==> src/spc_pkg.sv <==
// ----------------------------------------------------------------------------
// spc_pkg: shared types and constants of the program cache
// Geometry, request/result words, stored row layout, controller interface.
// ----------------------------------------------------------------------------
package spc_pkg;

	// NUM_SETS is taken to be a power of two; the set index is the low bits
	localparam int NUM_SETS = 64;
	localparam int NUM_WAYS = 4;
	localparam int SET_W    = $clog2(NUM_SETS);
	localparam int WAY_W    = $clog2(NUM_WAYS);

	typedef enum logic [1:0] {
		OP_LOOKUP = 2'd0,
		OP_FILL   = 2'd1,
		OP_INVAL  = 2'd2,
		OP_FLUSH  = 2'd3
	} op_t;

	localparam logic [2:0] ST_MISS   = 3'd0;
	localparam logic [2:0] ST_MRU    = 3'd1;
	localparam logic [2:0] ST_TABLE  = 3'd2;
	localparam logic [2:0] ST_FILLED = 3'd3;
	localparam logic [2:0] ST_DONE   = 3'd4;

	typedef struct packed {
		logic [1:0]  operation;
		logic [31:0] program_id;
		logic [63:0] descriptor_key;
		logic [31:0] new_program;
	} req_t;

	typedef struct packed {
		logic [2:0]  status;
		logic [31:0] program_out;
		logic [1:0]  slot_used;
		logic        evicted;
	} resp_t;

	typedef struct packed {
		logic [31:0] id;
		logic [63:0] key;
		logic [31:0] prog;
	} entry_t;

	// one memory word holds a whole set and its round-robin pointer
	typedef struct packed {
		logic [WAY_W-1:0]               ptr;
		entry_t [NUM_WAYS-1:0]          way;
	} row_t;

	typedef struct packed {
		logic accept;
		logic access;
		logic sweep;
	} ctl_cmd_t;

	typedef struct packed {
		logic sweep_last;
	} ctl_sts_t;

	function automatic logic [SET_W-1:0] set_of(input logic [63:0] key);
		logic [31:0] folded;
		folded = key[31:0] ^ key[63:32];
		return folded[SET_W-1:0];
	endfunction

endpackage

==> src/spc_ctrl.sv <==
// ----------------------------------------------------------------------------
// spc_ctrl: sequencer of the program cache
// Accepts a word, then runs a single access or a sweep over all sets.
// ----------------------------------------------------------------------------
module spc_ctrl (
	input  logic              clk,
	input  logic              arst_n,
	input  logic              start,
	input  logic [1:0]        operation,
	input  spc_pkg::ctl_sts_t sts,
	output logic              busy,
	output spc_pkg::ctl_cmd_t cmd
);

	typedef enum logic [2:0] {
		S_IDLE   = 3'b001,
		S_ACCESS = 3'b010,
		S_SWEEP  = 3'b100
	} state_t;

	state_t state_q, state_d;
	logic   accept;

	assign busy   = (state_q != S_IDLE);
	assign accept = start && !busy;

	always_comb begin
		state_d = state_q;
		case (state_q)
			S_IDLE: begin
				if (accept) begin
					if (operation == spc_pkg::OP_INVAL) state_d = S_SWEEP;
					else state_d = S_ACCESS;
				end
			end
			S_ACCESS: state_d = S_IDLE;
			S_SWEEP: begin
				if (sts.sweep_last) state_d = S_IDLE;
			end
			default: state_d = S_IDLE;
		endcase
	end

	always_ff @(posedge clk or negedge arst_n) begin
		if (!arst_n) state_q <= S_IDLE;
		else state_q <= state_d;
	end

	assign cmd.accept = accept;
	assign cmd.access = (state_q == S_ACCESS);
	assign cmd.sweep  = (state_q == S_SWEEP);

endmodule

==> config.mk <==
export PLATFORM = sky130hd
export DESIGN_NAME = spc_ctrl
export DESIGN_NICKNAME = d
export VERILOG_FILES = /design/src/spc_pkg.sv /design/src/spc_ctrl.sv
export SDC_FILE = /design/constraint.sdc
export NUM_CORES = 1
export LEC_CHECK = 0
export BUFFER_PORTS_ARGS = -buffer_cell sky130_fd_sc_hd__buf_4
export CAP_MARGIN = 15
export CORE_AREA = 2 2 39 41
export DETAILED_ROUTE_END_ITERATION = 6
export DIE_AREA = 0 0 41 43
export PLACE_DENSITY = 0.38
export SLEW_MARGIN = 20
export SYNTH_ARGS = -nofsm -noshare
export SYNTH_HDL_FRONTEND = slang
export SYNTH_SLANG_ARGS = --single-unit
export TNS_END_PERCENT = 50
==> constraint.sdc <==
create_clock -name clk -period 1.8 [get_ports clk]
set_input_delay 0.36 -clock clk [delete_from_list [all_inputs] [get_ports clk]]
set_output_delay 0.36 -clock clk [all_outputs]
set_load 0.05 [all_outputs]
==> report_table.html, run 1 <==
<table>
<tr><th>Metric</th><th>Value</th></tr>
<tr><th colspan="2">CTS</th></tr>
<tr><td>CTS H-Tree Depth</td><td>1</td></tr>
<tr><td>Clock Path Buffers</td><td>2</td></tr>
<tr><td>Root buffer selected by CTS</td><td>sky130_fd_sc_hd__clkbuf_4</td></tr>
<tr><td>CTS clk-pin slew, worst paths</td><td>40 ps</td></tr>
<tr><td>Clock tree from TritonCTS</td><td>built</td></tr>
<tr><td>Insertion delay of the later-clocked pin in the worst-skew pair</td><td>230 ps</td></tr>
<tr><td># clock sinks</td><td>3</td></tr>
<tr><td>Number of buffers created by CTS</td><td>3</td></tr>
<tr><th colspan="2">Final layout</th></tr>
<tr><td>Multi-input gate area</td><td>70.07 um^2</td></tr>
<tr><td>Leading registers by flop count</td><td>state_q: 3 flops</td></tr>
<tr><td>Count of filler cells inserted in the layout</td><td>154</td></tr>
<tr><td>Area growth, synth to finish</td><td>86.89%</td></tr>
<tr><td>Most used cells in the layout excluding fill and tap cells</td><td>sky130_fd_sc_hd__buf_4 (9), sky130_fd_sc_hd__clkbuf_4 (3), sky130_fd_sc_hd__dfrtp_1 (2)</td></tr>
<tr><td>Fraction of layout cells with a size suffix above 1</td><td>66.67%</td></tr>
<tr><td>Flip-flop count of the largest register, all copies and words added</td><td>3</td></tr>
<tr><td>Final Net Count</td><td>34</td></tr>
<tr><td>Number of inserted diodes</td><td>0</td></tr>
<tr><td>Most frequent standard cell in the layout excluding fill and tap cells</td><td>sky130_fd_sc_hd__buf_4</td></tr>
<tr><td>Sequential cell area</td><td>76.32 um^2</td></tr>
<tr><td>Final non-filler cell total</td><td>43</td></tr>
<tr><td>Cell area after layout</td><td>285.3 um^2</td></tr>
<tr><td>Register containing the most flip-flops in the final layout</td><td>state_q</td></tr>
<tr><th colspan="2">Die</th></tr>
<tr><td>Width of the chip</td><td>41 um</td></tr>
<tr><td>Die Area</td><td>1763 um^2</td></tr>
<tr><td>Total number of placement rows</td><td>14</td></tr>
<tr><td># IOs</td><td>10</td></tr>
<tr><td>Die span in y</td><td>43 um</td></tr>
<tr><td>Initial standard-cell utilization of the core</td><td>11.03%</td></tr>
<tr><td>Core area</td><td>1384 um^2</td></tr>
<tr><th colspan="2">Critical path</th></tr>
<tr><td>R2r setup slk</td><td>690 ps</td></tr>
<tr><td>CP Capture Type</td><td>output pin</td></tr>
<tr><td>Worst Path Required</td><td>1440 ps</td></tr>
<tr><td>Highest net fanout along the worst path</td><td>5</td></tr>
<tr><td>Critical register-to-register path startpoint</td><td>state_q[0]</td></tr>
<tr><td>Worst Path Arrival</td><td>1400 ps</td></tr>
<tr><td>Endpoint of the lowest-slack register-to-register path</td><td>state_q[1]</td></tr>
<tr><td>Crit path kind</td><td>reg -&gt; out</td></tr>
<tr><td>Worst reg-to-reg path cell count</td><td>2</td></tr>
<tr><td>Startpoint Class</td><td>flop</td></tr>
<tr><th colspan="2">Placement</th></tr>
<tr><td>Instance area at placement</td><td>237.7 um^2</td></tr>
<tr><td>Input/output buffers</td><td>9</td></tr>
<tr><td>Worst setup timing slack at the placement stage</td><td>258.4 ps</td></tr>
<tr><td>Routability Congestion</td><td>0.5495</td></tr>
<tr><td>Number of placed cells counting well taps</td><td>37</td></tr>
<tr><th colspan="2">Detailed routing</th></tr>
<tr><td>Vias</td><td>148</td></tr>
<tr><td>Post-DR vias/cell</td><td>3.442</td></tr>
<tr><td>Detailed-route wire length per cell</td><td>8.558 um</td></tr>
<tr><td>Wire length after detailed routing</td><td>368 um</td></tr>
<tr><td>Number of design-rule violations left by the first detailed-router iteration</td><td>1</td></tr>
<tr><td># DRC</td><td>0</td></tr>
<tr><td>Number of iterations in the first detailed-routing pass</td><td>2</td></tr>
<tr><td>Antenna-violating nets left</td><td>0</td></tr>
<tr><th colspan="2">Run status</th></tr>
<tr><td>Run status</td><td>complete, no violations</td></tr>
<tr><th colspan="2">Timing</th></tr>
<tr><td>Setup repair after global routing missed its margin</td><td>false</td></tr>
<tr><td>Slew margin rel.</td><td>74.60%</td></tr>
<tr><td>Worst Max-Slew Pin Slew</td><td>375.7 ps</td></tr>
<tr><td>Layout Skew</td><td>2.703 ps</td></tr>
<tr><td>Final period util</td><td>97.74%</td></tr>
<tr><td>Final setup vio count</td><td>0</td></tr>
<tr><td>Minimum clock period after layout</td><td>1759 ps</td></tr>
<tr><td>Endpoints failing hold</td><td>0</td></tr>
<tr><td>Number of max-slew violations in the final report</td><td>0</td></tr>
<tr><td>Setup WS post-layout</td><td>40.69 ps</td></tr>
<tr><td>Highest achievable clock rate</td><td>0.5684 GHz</td></tr>
<tr><td>Final total negative setup slack</td><td>0 ps</td></tr>
<tr><th colspan="2">Pwr</th></tr>
<tr><td>Net switching component of the power</td><td>0.09245 mW</td></tr>
<tr><td>PnR Total Power</td><td>0.2929 mW</td></tr>
<tr><td>Leakage power</td><td>0.1307 nW</td></tr>
<tr><td>Maximum ir drop on the vdd rail</td><td>0.2467 mV</td></tr>
<tr><td>Comb pwr share</td><td>31.2%</td></tr>
<tr><td>Share of power burned in the clock network</td><td>39.8%</td></tr>
<tr><td>Cell internal pwr</td><td>0.2005 mW</td></tr>
<tr><td>Switching share of power</td><td>31.56%</td></tr>
<tr><td>Total power density per cell area</td><td>1027 nW/um^2</td></tr>
<tr><td>Sequential share of power</td><td>29.0%</td></tr>
<tr><th colspan="2">Synth</th></tr>
<tr><td>Number of distinct library cells after synthesis</td><td>11</td></tr>
<tr><td>Synth warnings</td><td>0</td></tr>
<tr><td>Synth Net Count</td><td>19</td></tr>
<tr><td>Mapped Area</td><td>152.6 um^2</td></tr>
<tr><td>Sequential-to-total area share from yosys stat</td><td>50.00%</td></tr>
<tr><td>Register bit total from synthesis</td><td>3</td></tr>
<tr><td>Cell count after synthesis</td><td>13</td></tr>
<tr><td>Synthesized area per cell</td><td>11.74 um^2</td></tr>
<tr><th colspan="2">Global route</th></tr>
<tr><td>Pin count of the biggest net entering global routing</td><td>6</td></tr>
<tr><td>First-pass GRT wire length</td><td>621 um</td></tr>
<tr><td>Via count of the first global-routing pass</td><td>157</td></tr>
<tr><td>Antenna violations before repair</td><td>0</td></tr>
<tr><td>Total congestion overflow</td><td>0</td></tr>
<tr><td>Total global routing track utilization</td><td>6.042%</td></tr>
<tr><th colspan="2">Min path</th></tr>
<tr><td>Hold Crit Depth</td><td>2</td></tr>
<tr><td>Hold Crit Endpoint</td><td>state_q[1]</td></tr>
<tr><td>Path class of the lowest-slack min-delay path</td><td>in -&gt; reg</td></tr>
<tr><td>Beginning of the worst hold path</td><td>operation[1]</td></tr>
<tr><th colspan="2">Flow run</th></tr>
<tr><td>Maximum Capacitance Violations</td><td>0</td></tr>
</table>
per-layer routing:
layer  vias up  wire, um  global-route usage [%]
li1         75         -                       -
met3         0        60                   6.283
met2        10       142                   5.938
met5         -         0                       0
met1        63       165                   6.494
met4         0         0                   6.000
power groups by stage:
stage / clock network (mW) / registers (mW) / logic (mW)
after global routing: 0.130 / 0.0874 / 0.0954
after floorplan: 0 / 0.0847 / 0.0589
after global placement: 0 / 0.0855 / 0.0801
after CTS: 0.124 / 0.0856 / 0.0829
final: 0.117 / 0.0850 / 0.0913
after detailed placement: 0 / 0.0864 / 0.0808
cell type report:
| type | count | area share (%) |
|---|---|---|
| Sequential cell | 3 | 26.75 |
| Clock buffer | 4 | 9.211 |
| Timing Repair Buffer | 11 | 31.14 |
| Inverter | 1 | 1.316 |
| Multi-Input combinational cell | 8 | 24.56 |
| Tap cell | 16 | 7.018 |
critical path, cell delays in order (launching register included):
cell and delay, ps:
sky130_fd_sc_hd__dfstp_2 550, sky130_fd_sc_hd__or3b_2 450, sky130_fd_sc_hd__buf_6 170
per-stage QoR:
step | util [%] | hold slack (ps)
after floorplan | - | 64.41
after CTS | 19.80 | 328.3
after global placement | 17.18 | 149.9
after detailed placement | 17.18 | 151.8
after global routing | 20.61 | 350.7
final | 20.61 | 339.4
synthesized netlist by cell type:
library cell | n | area [um^2]
sky130_fd_sc_hd__a21boi_0 | 1 | 7.510
sky130_fd_sc_hd__a31o_2 | 1 | 8.760
sky130_fd_sc_hd__and4bb_2 | 1 | 12.51
sky130_fd_sc_hd__buf_4 | 1 | 7.510
sky130_fd_sc_hd__dfrtp_1 | 2 | 50.05
sky130_fd_sc_hd__dfstp_2 | 1 | 26.28
sky130_fd_sc_hd__inv_1 | 1 | 3.750
sky130_fd_sc_hd__nor2_1 | 1 | 3.750
sky130_fd_sc_hd__nor3b_1 | 2 | 15.01
sky130_fd_sc_hd__nor4b_1 | 1 | 8.760
sky130_fd_sc_hd__or3b_2 | 1 | 8.760
cell families (layout without fill, tap and decap cells):
group,count (synthesis),count (layout),share of synthesized area (%)
buf+inv,2,16,7.377
simple gates,6,6,31.96
flops,3,3,50.00
compound gates,2,2,10.66
worst max-delay path by stage:
stage | slack, ps | end | cells after the start | startpoint
2_1_floorplan | -110 | cmd[1] | 1 | state_q[1]
3_3_place_gp | 260 | busy | 2 | state_q[0]
3_5_place_dp | 260 | busy | 2 | state_q[0]
4_1_cts | 1 | busy | 2 | state_q[0]
5_1_grt | 5 | busy | 2 | state_q[0]
6_report | 40 | busy | 2 | state_q[0]
timing repair:
item	CTS	global route
resized for setup	0	1
hold buffers	1	0
setup endpoints to repair	0	1
hold endpoints to repair	2	0
setup buffers	0	1
(Power assumes the default switching activity.)
==> run 2: changes to the inputs <==
--- a/config.mk
+++ b/config.mk
@@ -5,12 +5,12 @@
 export SDC_FILE = /design/constraint.sdc
 export NUM_CORES = 1
 export LEC_CHECK = 0
-export BUFFER_PORTS_ARGS = -buffer_cell sky130_fd_sc_hd__buf_4
 export CAP_MARGIN = 15
 export CORE_AREA = 2 2 39 41
 export DETAILED_ROUTE_END_ITERATION = 6
 export DIE_AREA = 0 0 41 43
-export PLACE_DENSITY = 0.38
+export DONT_BUFFER_PORTS = 1
+export PLACE_DENSITY = 0.32
 export SLEW_MARGIN = 20
 export SYNTH_ARGS = -nofsm -noshare
 export SYNTH_HDL_FRONTEND = slang
==> constraint.sdc (replaced) <==
create_clock -name clk -period 1.7 [get_ports clk]
set_input_delay 0.34 -clock clk [delete_from_list [all_inputs] [get_ports clk]]
set_output_delay 0.34 -clock clk [all_outputs]
set_load 0.05 [all_outputs]
==> run 2 against run 1 <==
Sequential share of layout area is 6.6 points higher. Critical path type unchanged. Setup slack better by 38 ps. Count of clock-buffer cells in the layout stayed put. Largest cell class is now multi-input combinational cells. Highest routed layer unchanged. Combinational power is 22% lower. Final cell count is 19% lower. Critical endpoint unchanged. Clock skew is 1.2 ps lower. Power is 2.7% lower. Register-to-register slack worse by 320 ps. Routed wire length is 10% lower. Non-clock buffer count is 8 lower. Sequential power is 8.6% higher.
==> report_table.html, run 2 (synthesis gave the netlist of run 1 again) <==
<table>
<tr><th>Metric</th><th>Value</th></tr>
<tr><th colspan="2">Run status</th></tr>
<tr><td>Run status</td><td>complete, no violations (unchanged)</td></tr>
<tr><th colspan="2">Timing</th></tr>
<tr><td>Setup WS post-layout</td><td>78.52 ps (was 40.69 ps)</td></tr>
<tr><td>Endpoints failing hold</td><td>0 (unchanged)</td></tr>
<tr><td>Slew margin rel.</td><td>74.37% (was 74.60%)</td></tr>
<tr><td>Layout Skew</td><td>1.521 ps (was 2.703 ps)</td></tr>
<tr><td>Worst Max-Slew Pin Slew</td><td>379.1 ps (was 375.7 ps)</td></tr>
<tr><td>Final setup vio count</td><td>0 (unchanged)</td></tr>
<tr><td>Highest achievable clock rate</td><td>0.6167 GHz</td></tr>
<tr><td>Setup repair after global routing missed its margin</td><td>false (unchanged)</td></tr>
<tr><td>Minimum clock period after layout</td><td>1621 ps</td></tr>
<tr><td>Final period util</td><td>95.38%</td></tr>
<tr><td>Number of max-slew violations in the final report</td><td>0 (unchanged)</td></tr>
<tr><td>Post-route worst hold slack</td><td>213.5 ps (was 339.4 ps)</td></tr>
<tr><th colspan="2">Placement</th></tr>
<tr><td>Routability Congestion</td><td>0.5093 (was 0.5495)</td></tr>
<tr><td>Input/output buffers</td><td>0 (was 9)</td></tr>
<tr><td>Worst setup timing slack at the placement stage</td><td>177.8 ps (was 258.4 ps)</td></tr>
<tr><td>Detailed placement HPWL</td><td>270.2 um</td></tr>
<tr><th colspan="2">Final layout</th></tr>
<tr><td>Most frequent standard cell in the layout excluding fill and tap cells</td><td>sky130_fd_sc_hd__clkbuf_4 (was sky130_fd_sc_hd__buf_4)</td></tr>
<tr><td>Leading registers by flop count</td><td>state_q: 3 flops (unchanged)</td></tr>
<tr><td>Multi-input gate area</td><td>77.57 um^2 (was 70.07 um^2)</td></tr>
<tr><td>Flip-flop count of the largest register, all copies and words added</td><td>3 (unchanged)</td></tr>
<tr><td>Register containing the most flip-flops in the final layout</td><td>state_q (unchanged)</td></tr>
<tr><td>Area growth, synth to finish</td><td>50.00% (was 86.89%)</td></tr>
<tr><td>Final Net Count</td><td>26 (was 34)</td></tr>
<tr><td>Most used cells in the layout excluding fill and tap cells</td><td>sky130_fd_sc_hd__clkbuf_4 (3), sky130_fd_sc_hd__nor3b_2 (2), sky130_fd_sc_hd__buf_4 (2), sky130_fd_sc_hd__dfrtp_1 (2) (was sky130_fd_sc_hd__buf_4 (9), sky130_fd_sc_hd__clkbuf_4 (3), sky130_fd_sc_hd__dfrtp_1 (2))</td></tr>
<tr><td>Sequential cell area</td><td>76.32 um^2 (unchanged)</td></tr>
<tr><td>Number of inserted diodes</td><td>0 (unchanged)</td></tr>
<tr><td>Count of filler cells inserted in the layout</td><td>153 (was 154)</td></tr>
<tr><td>Fraction of layout cells with a size suffix above 1</td><td>57.89% (was 66.67%)</td></tr>
<tr><th colspan="2">Global route</th></tr>
<tr><td>Total global routing track utilization</td><td>5.332% (was 6.042%)</td></tr>
<tr><td>Via count of the first global-routing pass</td><td>136 (was 157)</td></tr>
<tr><td>Total congestion overflow</td><td>0 (unchanged)</td></tr>
<tr><td>Pin count of the biggest net entering global routing</td><td>6 (unchanged)</td></tr>
<tr><td>Antenna violations before repair</td><td>0 (unchanged)</td></tr>
<tr><td>First-pass GRT wire length</td><td>545 um (was 621 um)</td></tr>
<tr><th colspan="2">Min path</th></tr>
<tr><td>Hold Crit Endpoint</td><td>state_q[1] (unchanged)</td></tr>
<tr><td>Beginning of the worst hold path</td><td>operation[1] (unchanged)</td></tr>
<tr><td>Path class of the lowest-slack min-delay path</td><td>in -&gt; reg (unchanged)</td></tr>
<tr><td>Hold Crit Depth</td><td>1 (was 2)</td></tr>
<tr><th colspan="2">Detailed routing</th></tr>
<tr><td>Antenna-violating nets left</td><td>0 (unchanged)</td></tr>
<tr><td>Detailed-route wire length per cell</td><td>9.429 um (was 8.558 um)</td></tr>
<tr><td>Vias</td><td>126 (was 148)</td></tr>
<tr><td>Number of design-rule violations left by the first detailed-router iteration</td><td>2 (was 1)</td></tr>
<tr><td>Number of iterations in the first detailed-routing pass</td><td>2 (unchanged)</td></tr>
<tr><td>Post-DR vias/cell</td><td>3.600 (was 3.442)</td></tr>
<tr><td># DRC</td><td>0 (unchanged)</td></tr>
<tr><td>Wire length after detailed routing</td><td>330 um (was 368 um)</td></tr>
<tr><th colspan="2">CTS</th></tr>
<tr><td>Postcts setup bufs</td><td>0 (unchanged)</td></tr>
<tr><td>CTS clk-pin slew, worst paths</td><td>40 ps (about the same)</td></tr>
<tr><td>Insertion delay of the later-clocked pin in the worst-skew pair</td><td>230 ps (about the same)</td></tr>
<tr><td>Root buffer selected by CTS</td><td>sky130_fd_sc_hd__clkbuf_4 (unchanged)</td></tr>
<tr><td>Clock tree from TritonCTS</td><td>built (unchanged)</td></tr>
<tr><td># clock sinks</td><td>3 (unchanged)</td></tr>
<tr><td>CTS H-Tree Depth</td><td>1 (unchanged)</td></tr>
<tr><td>Clock Path Buffers</td><td>2 (unchanged)</td></tr>
<tr><td>Number of buffers created by CTS</td><td>3 (unchanged)</td></tr>
<tr><th colspan="2">Die</th></tr>
<tr><td>Initial standard-cell utilization of the core</td><td>11.03% (unchanged)</td></tr>
<tr><td>Total number of placement rows</td><td>14 (unchanged)</td></tr>
<tr><td>Die Area</td><td>1763 um^2 (unchanged)</td></tr>
<tr><td>Core area</td><td>1384 um^2 (unchanged)</td></tr>
<tr><td># IOs</td><td>10 (unchanged)</td></tr>
<tr><td>Die span in y</td><td>43 um (unchanged)</td></tr>
<tr><td>Width of the chip</td><td>41 um (unchanged)</td></tr>
<tr><th colspan="2">Pwr</th></tr>
<tr><td>Total power density per cell area</td><td>1245 nW/um^2 (was 1027 nW/um^2)</td></tr>
<tr><td>Leakage power</td><td>0.09290 nW (was 0.1307 nW)</td></tr>
<tr><td>Maximum ir drop on the vdd rail</td><td>0.2992 mV (was 0.2467 mV)</td></tr>
<tr><th colspan="2">Critical path</th></tr>
<tr><td>Crit path kind</td><td>reg -&gt; out (unchanged)</td></tr>
<tr><td>Critical register-to-register path startpoint</td><td>state_q[0] (unchanged)</td></tr>
<tr><td>Cell depth of the worst setup path</td><td>1 (was 2)</td></tr>
<tr><td>R2r setup slk</td><td>370 ps (was 690 ps)</td></tr>
<tr><td>Crit path buf inv count</td><td>0 (was 1)</td></tr>
<tr><td>Worst reg-to-reg path cell count</td><td>2 (unchanged)</td></tr>
<tr><td>Endpoint of the lowest-slack register-to-register path</td><td>state_q[1] (unchanged)</td></tr>
<tr><td>Top delay family on crit path</td><td>flip-flops (unchanged)</td></tr>
<tr><td>CP Capture Type</td><td>output pin (unchanged)</td></tr>
<tr><td>Worst Path Required</td><td>1360 ps (was 1440 ps)</td></tr>
<tr><td>Highest net fanout along the worst path</td><td>5 (unchanged)</td></tr>
<tr><td>Startpoint Class</td><td>flop (unchanged)</td></tr>
<tr><td>Cell chain of the critical path</td><td>or3b_4 (was or3b_2, buf_6)</td></tr>
<tr><td>Worst stage delay on the critical path</td><td>560 ps (was 550 ps)</td></tr>
<tr><td>Cell with the largest stage delay on the worst path</td><td>sky130_fd_sc_hd__dfstp_2 (unchanged)</td></tr>
<tr><td>Worst Path Arrival</td><td>1280 ps (was 1400 ps)</td></tr>
<tr><th colspan="2">Flow run</th></tr>
<tr><td>Maximum Capacitance Violations</td><td>0 (unchanged)</td></tr>
</table>
[run 2: area by class of cell]
| class | instances | area share [%] |
|---|---|---|
| timing repair buffer | 3 | 10.93 |
| multi-input combinational | 8 | 33.88 |
| tap | 16 | 8.743 |
| inverter | 1 | 1.639 |
| sequential | 3 | 33.33 |
| clock buffer | 4 | 11.48 |
[run 2: timing repair]
action / CTS / global route
setup endpoints to repair: 1 / 0
hold buffers: 1 / 0
endpoints found under the hold margin: 3 / 0
gates resized for setup: 1 / 0
[run 2: where the power goes]
group          switching [mW]  total [mW]  internal [mW]  leakage, nW
Combinational          0.0483      0.0708         0.0225       0.0406
Clock                  0.0342       0.122         0.0878       0.0150
Sequential             0.0102      0.0923         0.0821       0.0373
[run 2: through the flow]
step,total power [mW],util [%],instance area (um^2),setup TNS (ps),std cells
after floorplan,0.1521,-,157.7,-188.9,13
after global placement,0.1560,13.74,190.2,0,30
after detailed placement,0.1581,13.74,190.2,0,30
after CTS,0.2934,16.55,229.0,0,35
after global routing,0.3038,16.55,229.0,0,35
final,0.2851,16.55,229.0,0,35
[run 2: worst max path at each step]
stage	startpoint	endpoint	slack, ps
floorplan	state_q[1]	cmd[1]	-190
global placement	state_q[0]	busy	190
detailed placement	state_q[0]	busy	180
CTS	state_q[0]	busy	60
global route	state_q[0]	busy	40
finish	state_q[0]	busy	80
[run 2: metal layers]
layer / global-route usage (%) / wire length [um]
met1: 6.149 / 165
met2: 4.063 / 102
met3: 6.283 / 62
met4: 6.000 / 0
met5: 0 / 0
